### src/sv/mcp_pkg.sv
// mcp_pkg: shared types and constants for the midi channel message parser
// no dependencies; imported by every module of the block

package mcp_pkg;

   localparam int MCP_QUEUE_DEPTH = 2;

   localparam logic [7:0] CLOCK_BYTE      = 8'hF8;
   localparam logic [7:0] SYS_COMMON_BASE = 8'hF0;

   // status nibbles of channel messages
   localparam logic [3:0] ST_NOTE_OFF      = 4'h8;
   localparam logic [3:0] ST_NOTE_ON       = 4'h9;
   localparam logic [3:0] ST_POLY_PRESSURE = 4'hA;
   localparam logic [3:0] ST_CONTROL       = 4'hB;
   localparam logic [3:0] ST_PROGRAM       = 4'hC;
   localparam logic [3:0] ST_CHAN_PRESSURE = 4'hD;
   localparam logic [3:0] ST_PITCH_BEND    = 4'hE;

   typedef logic [4:0] chan_type;
   typedef logic [6:0] data_type;

   typedef enum logic [2:0] {
      EV_CLOCK      = 3'd0,
      EV_NOTE_OFF   = 3'd1,
      EV_NOTE_ON    = 3'd2,
      EV_CONTROL    = 3'd3,
      EV_PROGRAM    = 3'd4,
      EV_PITCH_BEND = 3'd5
   } event_type;

   // one classified message handed from the parser to the formatter
   typedef struct packed {
      event_type kind;
      chan_type  channel;
      data_type  d0;
      data_type  d1;
   } msg_type;

endpackage

### src/sv/mcp_req_if.sv
// mcp_req_if: valid/ready channel carrying one received midi byte
// no dependencies

interface mcp_req_if;
   logic       valid;
   logic       ready;
   logic [7:0] rx_byte;

   modport source (output valid, output rx_byte, input ready);
   modport sink (input valid, input rx_byte, output ready);
endinterface

### src/sv/mcp_rsp_if.sv
// mcp_rsp_if: valid/ready channel carrying one decoded midi event
// no dependencies

interface mcp_rsp_if;
   logic               valid;
   logic               ready;
   logic [2:0]         event_res;
   logic [4:0]         midi_channel;
   logic [6:0]         first_data;
   logic [6:0]         second_data;
   logic signed [13:0] bend_value;

   modport source (output valid, output event_res, output midi_channel, output first_data,
                   output second_data, output bend_value, input ready);
   modport sink (input valid, input event_res, input midi_channel, input first_data,
                 input second_data, input bend_value, output ready);
endinterface

### src/sv/mcp_parser.sv
// mcp_parser: front end, tracks running status and builds complete messages
// depends on mcp_pkg and mcp_req_if

module mcp_parser (
   input  logic             clock,
   input  logic             reset,
   mcp_req_if.sink          req_chan,
   input  logic             queue_full,
   output logic             push_valid,
   output mcp_pkg::msg_type push_msg
);
   import mcp_pkg::*;

   logic [7:0] running_status_ff, running_status_in;
   logic [1:0] data_count_ff, data_count_in;
   logic [1:0] expected_count_ff, expected_count_in;
   data_type   held_data_ff, held_data_in;

   logic       accept;
   logic       finish;
   data_type   fin_d0;
   data_type   fin_d1;
   logic [7:0] b;

   assign req_chan.ready = !queue_full;
   assign accept         = req_chan.valid && !queue_full;
   assign b              = req_chan.rx_byte;

   always_comb begin
      running_status_in = running_status_ff;
      data_count_in     = data_count_ff;
      expected_count_in = expected_count_ff;
      held_data_in      = held_data_ff;
      finish            = 1'b0;
      fin_d0            = '0;
      fin_d1            = '0;
      push_valid        = 1'b0;
      push_msg.kind     = EV_CLOCK;
      push_msg.channel  = '0;
      push_msg.d0       = '0;
      push_msg.d1       = '0;

      if (accept) begin
         if (b >= CLOCK_BYTE) begin
            // real-time bytes leave the parse state alone
            push_valid = (b == CLOCK_BYTE);
         end else if (b[7]) begin
            data_count_in = 2'd0;
            if (b >= SYS_COMMON_BASE) begin
               running_status_in = '0;
               expected_count_in = 2'd0;
            end else begin
               running_status_in = b;
               expected_count_in = (b[7:4] inside {ST_PROGRAM, ST_CHAN_PRESSURE}) ? 2'd1 : 2'd2;
            end
         end else if (running_status_ff != '0) begin
            if (data_count_ff == 2'd0) begin
               held_data_in = b[6:0];
               if (expected_count_ff <= 2'd1) begin
                  finish = 1'b1;
                  fin_d0 = b[6:0];
               end else begin
                  data_count_in = 2'd1;
               end
            end else begin
               data_count_in = 2'd0;
               finish        = 1'b1;
               fin_d0        = held_data_ff;
               fin_d1        = b[6:0];
            end
         end
      end

      if (finish) begin
         push_msg.channel = {1'b0, running_status_ff[3:0]} + 5'd1;
         push_msg.d0      = fin_d0;
         push_msg.d1      = fin_d1;
         case (running_status_ff[7:4])
            ST_NOTE_OFF: begin
               push_valid    = 1'b1;
               push_msg.kind = EV_NOTE_OFF;
            end
            ST_NOTE_ON: begin
               push_valid    = 1'b1;
               push_msg.kind = (fin_d1 == '0) ? EV_NOTE_OFF : EV_NOTE_ON;
            end
            ST_CONTROL: begin
               push_valid    = 1'b1;
               push_msg.kind = EV_CONTROL;
            end
            ST_PROGRAM: begin
               push_valid    = 1'b1;
               push_msg.kind = EV_PROGRAM;
            end
            ST_PITCH_BEND: begin
               push_valid    = 1'b1;
               push_msg.kind = EV_PITCH_BEND;
            end
            // pressure messages are parsed and dropped
            default: begin
               push_valid = 1'b0;
            end
         endcase
      end
   end

   always_ff @(posedge clock) begin
      if (reset) begin
         running_status_ff <= '0;
         data_count_ff     <= 2'd0;
         expected_count_ff <= 2'd0;
      end else begin
         running_status_ff <= running_status_in;
         data_count_ff     <= data_count_in;
         expected_count_ff <= expected_count_in;
      end
      held_data_ff <= held_data_in;
   end

   a_count_range: assert property (@(posedge clock) disable iff (reset)
      data_count_ff <= 2'd1)
      else $error("data count beyond one");

   a_idle_no_count: assert property (@(posedge clock) disable iff (reset)
      running_status_ff == '0 |-> data_count_ff == 2'd0 && expected_count_ff == 2'd0)
      else $error("data count without running status");

   a_status_msb: assert property (@(posedge clock) disable iff (reset)
      running_status_ff == '0 || (running_status_ff[7] && running_status_ff < SYS_COMMON_BASE))
      else $error("running status holds a non-channel byte");

endmodule

### src/sv/mcp_msg_queue.sv
// mcp_msg_queue: short fifo between the parser and the event formatter
// depends on mcp_pkg

module mcp_msg_queue #(
   parameter int DEPTH = mcp_pkg::MCP_QUEUE_DEPTH
) (
   input  logic             clock,
   input  logic             reset,
   input  logic             push_valid,
   input  mcp_pkg::msg_type push_msg,
   output logic             full,
   input  logic             pop,
   output logic             head_valid,
   output mcp_pkg::msg_type head_msg
);
   import mcp_pkg::*;

   localparam int PTR_W = (DEPTH > 1) ? $clog2(DEPTH) : 1;
   localparam int CNT_W = $clog2(DEPTH + 1);

   msg_type            entry_ff [DEPTH];
   logic [PTR_W-1:0]   wr_ptr_ff, wr_ptr_in;
   logic [PTR_W-1:0]   rd_ptr_ff, rd_ptr_in;
   logic [CNT_W-1:0]   count_ff, count_in;
   logic               do_push;
   logic               do_pop;

   assign full       = (count_ff == CNT_W'(DEPTH));
   assign head_valid = (count_ff != '0);
   assign head_msg   = entry_ff[rd_ptr_ff];
   assign do_push    = push_valid && !full;
   assign do_pop     = pop && head_valid;

   always_comb begin
      wr_ptr_in = wr_ptr_ff;
      rd_ptr_in = rd_ptr_ff;
      count_in  = count_ff;
      if (do_push) begin
         wr_ptr_in = (wr_ptr_ff == PTR_W'(DEPTH - 1)) ? '0 : wr_ptr_ff + 1'b1;
      end
      if (do_pop) begin
         rd_ptr_in = (rd_ptr_ff == PTR_W'(DEPTH - 1)) ? '0 : rd_ptr_ff + 1'b1;
      end
      if (do_push && !do_pop) begin
         count_in = count_ff + 1'b1;
      end else if (do_pop && !do_push) begin
         count_in = count_ff - 1'b1;
      end
   end

   always_ff @(posedge clock) begin
      if (reset) begin
         wr_ptr_ff <= '0;
         rd_ptr_ff <= '0;
         count_ff  <= '0;
      end else begin
         wr_ptr_ff <= wr_ptr_in;
         rd_ptr_ff <= rd_ptr_in;
         count_ff  <= count_in;
      end
      if (do_push) begin
         entry_ff[wr_ptr_ff] <= push_msg;
      end
   end

endmodule

### src/sv/mcp_formatter.sv
// mcp_formatter: back end, channel filter and event formatting into the output register
// depends on mcp_pkg and mcp_rsp_if

module mcp_formatter (
   input  logic             clock,
   input  logic             reset,
   input  logic             csr_wr_en,
   input  mcp_pkg::chan_type csr_wr_data,
   input  logic             head_valid,
   input  mcp_pkg::msg_type head_msg,
   output logic             pop,
   mcp_rsp_if.source        rsp_chan
);
   import mcp_pkg::*;

   chan_type           listen_ff;
   logic               rsp_valid_ff, rsp_valid_in;
   event_type          event_ff;
   chan_type           channel_ff;
   data_type           first_ff;
   data_type           second_ff;
   logic signed [13:0] bend_ff;

   logic               out_free;
   logic               pass;
   logic               load;

   assign out_free = !rsp_valid_ff || rsp_chan.ready;
   assign pop      = head_valid && out_free;
   assign pass     = (head_msg.kind == EV_CLOCK) || (listen_ff == '0)
                     || (listen_ff == head_msg.channel);
   assign load     = pop && pass;

   always_comb begin
      rsp_valid_in = rsp_valid_ff;
      if (out_free) begin
         rsp_valid_in = load;
      end
   end

   always_ff @(posedge clock) begin
      if (reset) begin
         listen_ff    <= '0;
         rsp_valid_ff <= 1'b0;
      end else begin
         if (csr_wr_en) begin
            listen_ff <= csr_wr_data;
         end
         rsp_valid_ff <= rsp_valid_in;
      end
      if (load) begin
         event_ff   <= head_msg.kind;
         channel_ff <= head_msg.channel;
         first_ff   <= (head_msg.kind inside {EV_PITCH_BEND, EV_CLOCK}) ? '0 : head_msg.d0;
         second_ff  <= (head_msg.kind inside {EV_NOTE_ON, EV_CONTROL}) ? head_msg.d1 : '0;
         // raw 14-bit value minus 8192 is the raw value with its top bit flipped
         bend_ff    <= (head_msg.kind == EV_PITCH_BEND)
                       ? {~head_msg.d1[6], head_msg.d1[5:0], head_msg.d0} : '0;
      end
   end

   assign rsp_chan.valid        = rsp_valid_ff;
   assign rsp_chan.event_res    = event_ff;
   assign rsp_chan.midi_channel = channel_ff;
   assign rsp_chan.first_data   = first_ff;
   assign rsp_chan.second_data  = second_ff;
   assign rsp_chan.bend_value   = bend_ff;

   a_clock_no_channel: assert property (@(posedge clock) disable iff (reset)
      rsp_valid_ff && event_ff == EV_CLOCK |-> channel_ff == '0 && first_ff == '0)
      else $error("clock event with channel or data");

   a_bend_only_on_bend: assert property (@(posedge clock) disable iff (reset)
      rsp_valid_ff && event_ff != EV_PITCH_BEND |-> bend_ff == '0)
      else $error("bend value on a non-bend event");

   a_load_shows: assert property (@(posedge clock) disable iff (reset)
      load |=> rsp_valid_ff)
      else $error("loaded event not presented");

endmodule

### src/sv/midi_channel_message_parser.sv
// midi_channel_message_parser: top level, parser front end, message queue, formatter
// depends on mcp_pkg, mcp_req_if, mcp_rsp_if, mcp_parser, mcp_msg_queue, mcp_formatter
//
// usage
//   req_chan carries one received midi byte per request (valid/ready)
//   rsp_chan carries one decoded event per request: clock, note off, note on,
//     control change, program change or pitch bend (bend centered to signed)
//   csr_wr_en/csr_wr_data set the listen channel: 0 is omni, 1..16 a single channel
//   bytes are taken one per cycle while req_chan.ready is high; the byte that completes
//     an event pushes it into the queue, which feeds the rsp_chan output register
//   most bytes make no event; real-time bytes other than timing clock are ignored
//   parse state update sets throughput: one byte per cycle while the queue is not full
//   when the receiver stalls, events wait in the output register and the queue;
//     once the queue is full req_chan.ready drops until an event is taken
//   reset clears running status, counts, the queue and the listen channel (omni)
//   change the listen channel only while no event is pending

module midi_channel_message_parser #(
   parameter int QUEUE_DEPTH = mcp_pkg::MCP_QUEUE_DEPTH
) (
   input  logic              clock,
   input  logic              reset,
   mcp_req_if.sink           req_chan,
   mcp_rsp_if.source         rsp_chan,
   input  logic              csr_wr_en,
   input  mcp_pkg::chan_type csr_wr_data
);
   import mcp_pkg::*;

   logic    queue_full;
   logic    push_valid;
   msg_type push_msg;
   logic    pop;
   logic    head_valid;
   msg_type head_msg;

   mcp_parser u_parser (
      .clock      (clock),
      .reset      (reset),
      .req_chan   (req_chan),
      .queue_full (queue_full),
      .push_valid (push_valid),
      .push_msg   (push_msg)
   );

   mcp_msg_queue #(
      .DEPTH (QUEUE_DEPTH)
   ) u_queue (
      .clock      (clock),
      .reset      (reset),
      .push_valid (push_valid),
      .push_msg   (push_msg),
      .full       (queue_full),
      .pop        (pop),
      .head_valid (head_valid),
      .head_msg   (head_msg)
   );

   mcp_formatter u_formatter (
      .clock       (clock),
      .reset       (reset),
      .csr_wr_en   (csr_wr_en),
      .csr_wr_data (csr_wr_data),
      .head_valid  (head_valid),
      .head_msg    (head_msg),
      .pop         (pop),
      .rsp_chan    (rsp_chan)
   );

endmodule

### src/flat_wrapper.sv
// flat-port wrapper written by rule: the top's interface ports become plain ports
module midi_channel_message_parser_flat import mcp_pkg::*;
#(
   parameter int QUEUE_DEPTH = mcp_pkg::MCP_QUEUE_DEPTH
)
  (clock, reset, csr_wr_en, csr_wr_data, req_chan_valid, req_chan_rx_byte, req_chan_ready, rsp_chan_valid, rsp_chan_event_res, rsp_chan_midi_channel, rsp_chan_first_data, rsp_chan_second_data, rsp_chan_bend_value, rsp_chan_ready);
  mcp_req_if req_chan_i ();
  mcp_rsp_if rsp_chan_i ();
  input  logic clock;
  input  logic reset;
  input  logic csr_wr_en;
  input  mcp_pkg::chan_type csr_wr_data;
  input wire logic [$bits(req_chan_i.valid)-1:0] req_chan_valid;
  input wire logic [$bits(req_chan_i.rx_byte)-1:0] req_chan_rx_byte;
  output wire logic [$bits(req_chan_i.ready)-1:0] req_chan_ready;
  output wire logic [$bits(rsp_chan_i.valid)-1:0] rsp_chan_valid;
  output wire logic [$bits(rsp_chan_i.event_res)-1:0] rsp_chan_event_res;
  output wire logic [$bits(rsp_chan_i.midi_channel)-1:0] rsp_chan_midi_channel;
  output wire logic [$bits(rsp_chan_i.first_data)-1:0] rsp_chan_first_data;
  output wire logic [$bits(rsp_chan_i.second_data)-1:0] rsp_chan_second_data;
  output wire logic [$bits(rsp_chan_i.bend_value)-1:0] rsp_chan_bend_value;
  input wire logic [$bits(rsp_chan_i.ready)-1:0] rsp_chan_ready;
  assign req_chan_i.valid = req_chan_valid;
  assign req_chan_i.rx_byte = req_chan_rx_byte;
  assign req_chan_ready = req_chan_i.ready;
  assign rsp_chan_valid = rsp_chan_i.valid;
  assign rsp_chan_event_res = rsp_chan_i.event_res;
  assign rsp_chan_midi_channel = rsp_chan_i.midi_channel;
  assign rsp_chan_first_data = rsp_chan_i.first_data;
  assign rsp_chan_second_data = rsp_chan_i.second_data;
  assign rsp_chan_bend_value = rsp_chan_i.bend_value;
  assign rsp_chan_i.ready = rsp_chan_ready;
  midi_channel_message_parser #(.QUEUE_DEPTH(QUEUE_DEPTH)) u_core (.clock(clock), .reset(reset), .req_chan(req_chan_i), .rsp_chan(rsp_chan_i), .csr_wr_en(csr_wr_en), .csr_wr_data(csr_wr_data));
endmodule
### config.mk
export PLATFORM = sky130hd
export DESIGN_NAME = midi_channel_message_parser_flat
export DESIGN_NICKNAME = d
export VERILOG_FILES = /design/src/sv/mcp_pkg.sv /design/src/sv/mcp_req_if.sv /design/src/sv/mcp_rsp_if.sv /design/src/sv/mcp_parser.sv /design/src/sv/mcp_msg_queue.sv /design/src/sv/mcp_formatter.sv /design/src/sv/midi_channel_message_parser.sv /design/src/flat_wrapper.sv
export SDC_FILE = /design/constraint.sdc
export NUM_CORES = 1
export LEC_CHECK = 0
export BUFFER_PORTS_ARGS = -buffer_cell sky130_fd_sc_hd__buf_2
export CAP_MARGIN = 20
export CORE_UTILIZATION = 54
export CTS_BUF_LIST = sky130_fd_sc_hd__clkbuf_8
export CTS_CLUSTER_SIZE = 14
export DETAILED_ROUTE_END_ITERATION = 8
export PLACE_DENSITY = 0.77
export SKIP_LAST_GASP = 1
export SLEW_MARGIN = 40
export SYNTH_ARGS = -nofsm -noshare
export SYNTH_HDL_FRONTEND = slang
export SYNTH_SLANG_ARGS = --single-unit
### constraint.sdc
create_clock -name clock -period 4.4 [get_ports clock]
set_input_delay 0.88 -clock clock [delete_from_list [all_inputs] [get_ports clock]]
set_output_delay 0.88 -clock clock [all_outputs]
set_load 0.02 [all_outputs]
==> results by group <==
Drt
  • Average detailed-routed wire length per instance: approximately 15 um
  • Detail-routed via count per cell: approximately 5.3
  • Antenna-violating nets left: 0
  • Drt pass-1 iters: 4
  • DR DRC count: 0
  • Total number of vias: 2493
  • Total routed wirelength: approximately 7100 um
  • Iteration-0 DRC count of the detailed router: around 130

Final layout
  • Number of diodes: 0
  • Fraction of final layout cells sized beyond drive strength 1: 26.0%
  • Synthesis-to-finish area growth: 12.9%
  • Leading cell type in the layout, fill and taps excluded: edfxtp_1
  • Commonest non-fill, non-tap cells in the layout: edfxtp_1, buf_2, nor2_1
  • Final net count: 385
  • Area of all placed cells without fillers: between 4000 and 5000 um^2
  • Post-layout instance count excluding filler cells: about 470

STA
  • Final cycle utilization of the critical path: a little under two thirds
  • Fin Setup TNS: 0 ns
  • Unrepaired setup endpoints after global routing: false
  • Final worst slack: approximately 1.6 ns
  • Max-slew violations: 0
  • Total of endpoints with negative setup slack in the final report: 0
  • Tmin final: 2.80 ns
  • Transition time at the pin with the least slew margin: about 0.75 ns
  • Maximum clock frequency: ~360 MHz
  • Hold violation total from the final report: 0
  • Clock Skews: between 0.01 and 0.015 ns
  • Relative slew slack: between 40% and 50%

Global route
  • Wire length of the first global-routing pass: roughly 12000 um
  • Via count of the first global-routing pass: 2309
  • Remaining global-route overflow: 0
  • Initial antenna violation count: 0
  • Pin count of the biggest net entering global routing: 35
  • GRT Total Usage: around 18%

Worst setup path
  • Classification of the worst setup path: reg -> reg
  • Required time at the endpoint of the critical path: 4.43 ns
  • Critical Path Source Type: flip-flop
  • Worst Path Arrival: around 2.8 ns
  • Category of the worst setup path capture point: flip-flop
  • Crit Path Max Fanout: 34

Yosys
  • Most frequently used flop master after synthesis: edfxtp_1
  • Mapped Area: 4350 um^2
  • Number of enable-type register cells in the synthesized netlist: 87
  • Number of instances in the synthesized netlist: 304
  • Sequential cell area fraction in the yosys report: between 60% and 70%
  • Async set-or-reset flop fraction in the synthesized netlist: 0%
  • Count of state elements after synthesis: approximately 110
  • Syn_nets: 325
  • Average cell area after synthesis: between 10 and 15 um^2
  • Number of library cell types mapped by synthesis: 47
  • Warnings from Yosys: 0

CTS
  • CTS sink count: 108
  • CTS tree: done
  • Clock transition at path regs: ~0.090 ns
  • Hold-fix buffers, CTS: 0
  • Worst-skew pair later-pin latency: ~0.37 ns
  • H-tree levels: 3
  • PostCTS Resize Cnt: 0
  • Root buffer cell: clkbuf_8
  • Number of buffers inserted by post-CTS setup repair: 0
  • CTS max path bufs: 2
  • Cts bufs inserted: 9

Placement
  • Placed Instances: about 460
  • Detail Placement HPWL: around 5100 um
  • Port Buffers: between 50 and 60
  • GPL Wtd Cong: about 0.8
  • Pre-CTS WS: about 1.6 ns
  • Post-place instance area: between 4000 and 5000 um^2

Run status
  • Run status: complete, no violations

Die
  • Die width: between 90 and 100 um
  • Row cnt: 32
  • Area enclosed by the die boundary: 8420 um^2
  • Number of placed I/O pins: 56
  • Std-Cell Core Area: between 7000 and 8000 um^2
  • Initial core utilization: a little under three fifths
  • Vertical extent of the die: 91.8 um

Power
  • Maximum VDD drop: approximately 0.22 mV
  • Standby leakage power: around 0.0018 uW
  • Power per cell area: roughly 500 nW/um^2

Run
  • Maximum Capacitance Violations: 0

Worst hold path
  • Class of the tightest hold or removal check: reg -> reg
[Yosys cell counts (2+ instances only)]
cell | count | area [um^2]
edfxtp_1 | 87 | 2610
nor2_1 | 54 | 203
dfxtp_1 | 21 | 420
mux2i_1 | 19 | 190
mux2_2 | 9 | 101
a22o_1 | 8 | 70.1
and3_1 | 8 | 50.1
inv_1 | 8 | 30.0
a22oi_1 | 7 | 52.6
nor2b_1 | 7 | 43.8
xnor2_1 | 7 | 61.3
nand3_1 | 6 | 30.0
o21ai_0 | 5 | 25.0
clkbuf_1 | 4 | 15.0
nand2_1 | 4 | 15.0
nand2b_1 | 4 | 25.0
nor3_1 | 4 | 20.0
xor2_1 | 4 | 35.0
buf_2 | 3 | 15.0
ha_1 | 3 | 37.5
nand4_1 | 3 | 18.8
and2_1 | 2 | 12.5
nor3b_1 | 2 | 15.0
or3_1 | 2 | 12.5
[routing by layer]
metal | wire, um | track usage (%)
met1 | 3420 | 26.6
met2 | 3220 | 27.5
met3 | 336 | 3.98
met4 | 91 | 6.51
met5 | 0 | 0
[where the power goes]
group / leakage (uW) / switching, uW / internal, uW
logic: 0.000729 / 341 / 190
clock network: 0.0000937 / 328 / 211
registers: 0.000996 / 63.4 / 1260
total: 0.00182 / 733 / 1660
[metrics by stage]
stage,util (%),power [uW],hold WS [ns]
floorplan,-,1730,0.451
global placement,61.0,1870,0.481
detailed placement,61.0,1880,0.498
CTS,63.2,2410,0.520
global route,63.2,2500,0.533
finish,63.2,2390,0.516
[cells by family (layout without fill, tap and decap cells)]
group	count (synthesis)	count (layout)	synth area share, %
xor+xnor	11	11	2.21
simple gates	105	105	12.4
fa+ha+maj	3	3	0.863
compound gates	30	30	6.15
flops	108	108	69.7
buf+inv	19	84	1.98
mux	28	28	6.70
[sequential cells by signal, summed over array words and instances (netlist names), 2 cells and up, named ones only]
signal	flops
u_core.u_parser.held_data_ff	7
u_core.u_formatter.rsp_chan.event_res	3
u_core.u_queue.count_ff	2
u_core.u_formatter.rsp_chan.second_data	7
u_core.u_formatter.rsp_chan.midi_channel	5
u_core.u_formatter.rsp_chan.bend_value	14
u_core.u_parser.running_status_ff	8
u_core.u_queue.entry_ff	44
u_core.u_formatter.listen_ff	5
u_core.u_formatter.rsp_chan.first_data	7
[cell type report]
cell class	instances	area [um^2]
sequential	108	3030
timing repair buffer	59	305
tap	102	128
clock inverter	7	51.3
inverter	9	33.8
fill	591	2860
clock buffer	9	124
multi-input combinational	177	1240
[path summary, 6_finish.rpt]
check                                        from                                          to  slack, ns  cells past startpoint
max                                     flip-flop  u_core.u_formatter.rsp_chan.bend_value[11]       1.60                      6
min          u_core.u_parser.running_status_ff[7]        u_core.u_parser.running_status_ff[7]       0.52                      1
max reg2reg                             flip-flop  u_core.u_formatter.rsp_chan.bend_value[11]       1.60                      6
min reg2reg  u_core.u_parser.running_status_ff[7]        u_core.u_parser.running_status_ff[7]       0.52                      1
[worst max-delay path, cell delays in order (launching register included)]
cell     delay [ns]
dfxtp_1        0.82
buf_4          0.31
mux2_2         0.39
nor3_1         0.27
o21ai_0        0.14
o21ai_2        0.12
buf_4          0.39
(Power assumes the default switching activity.)
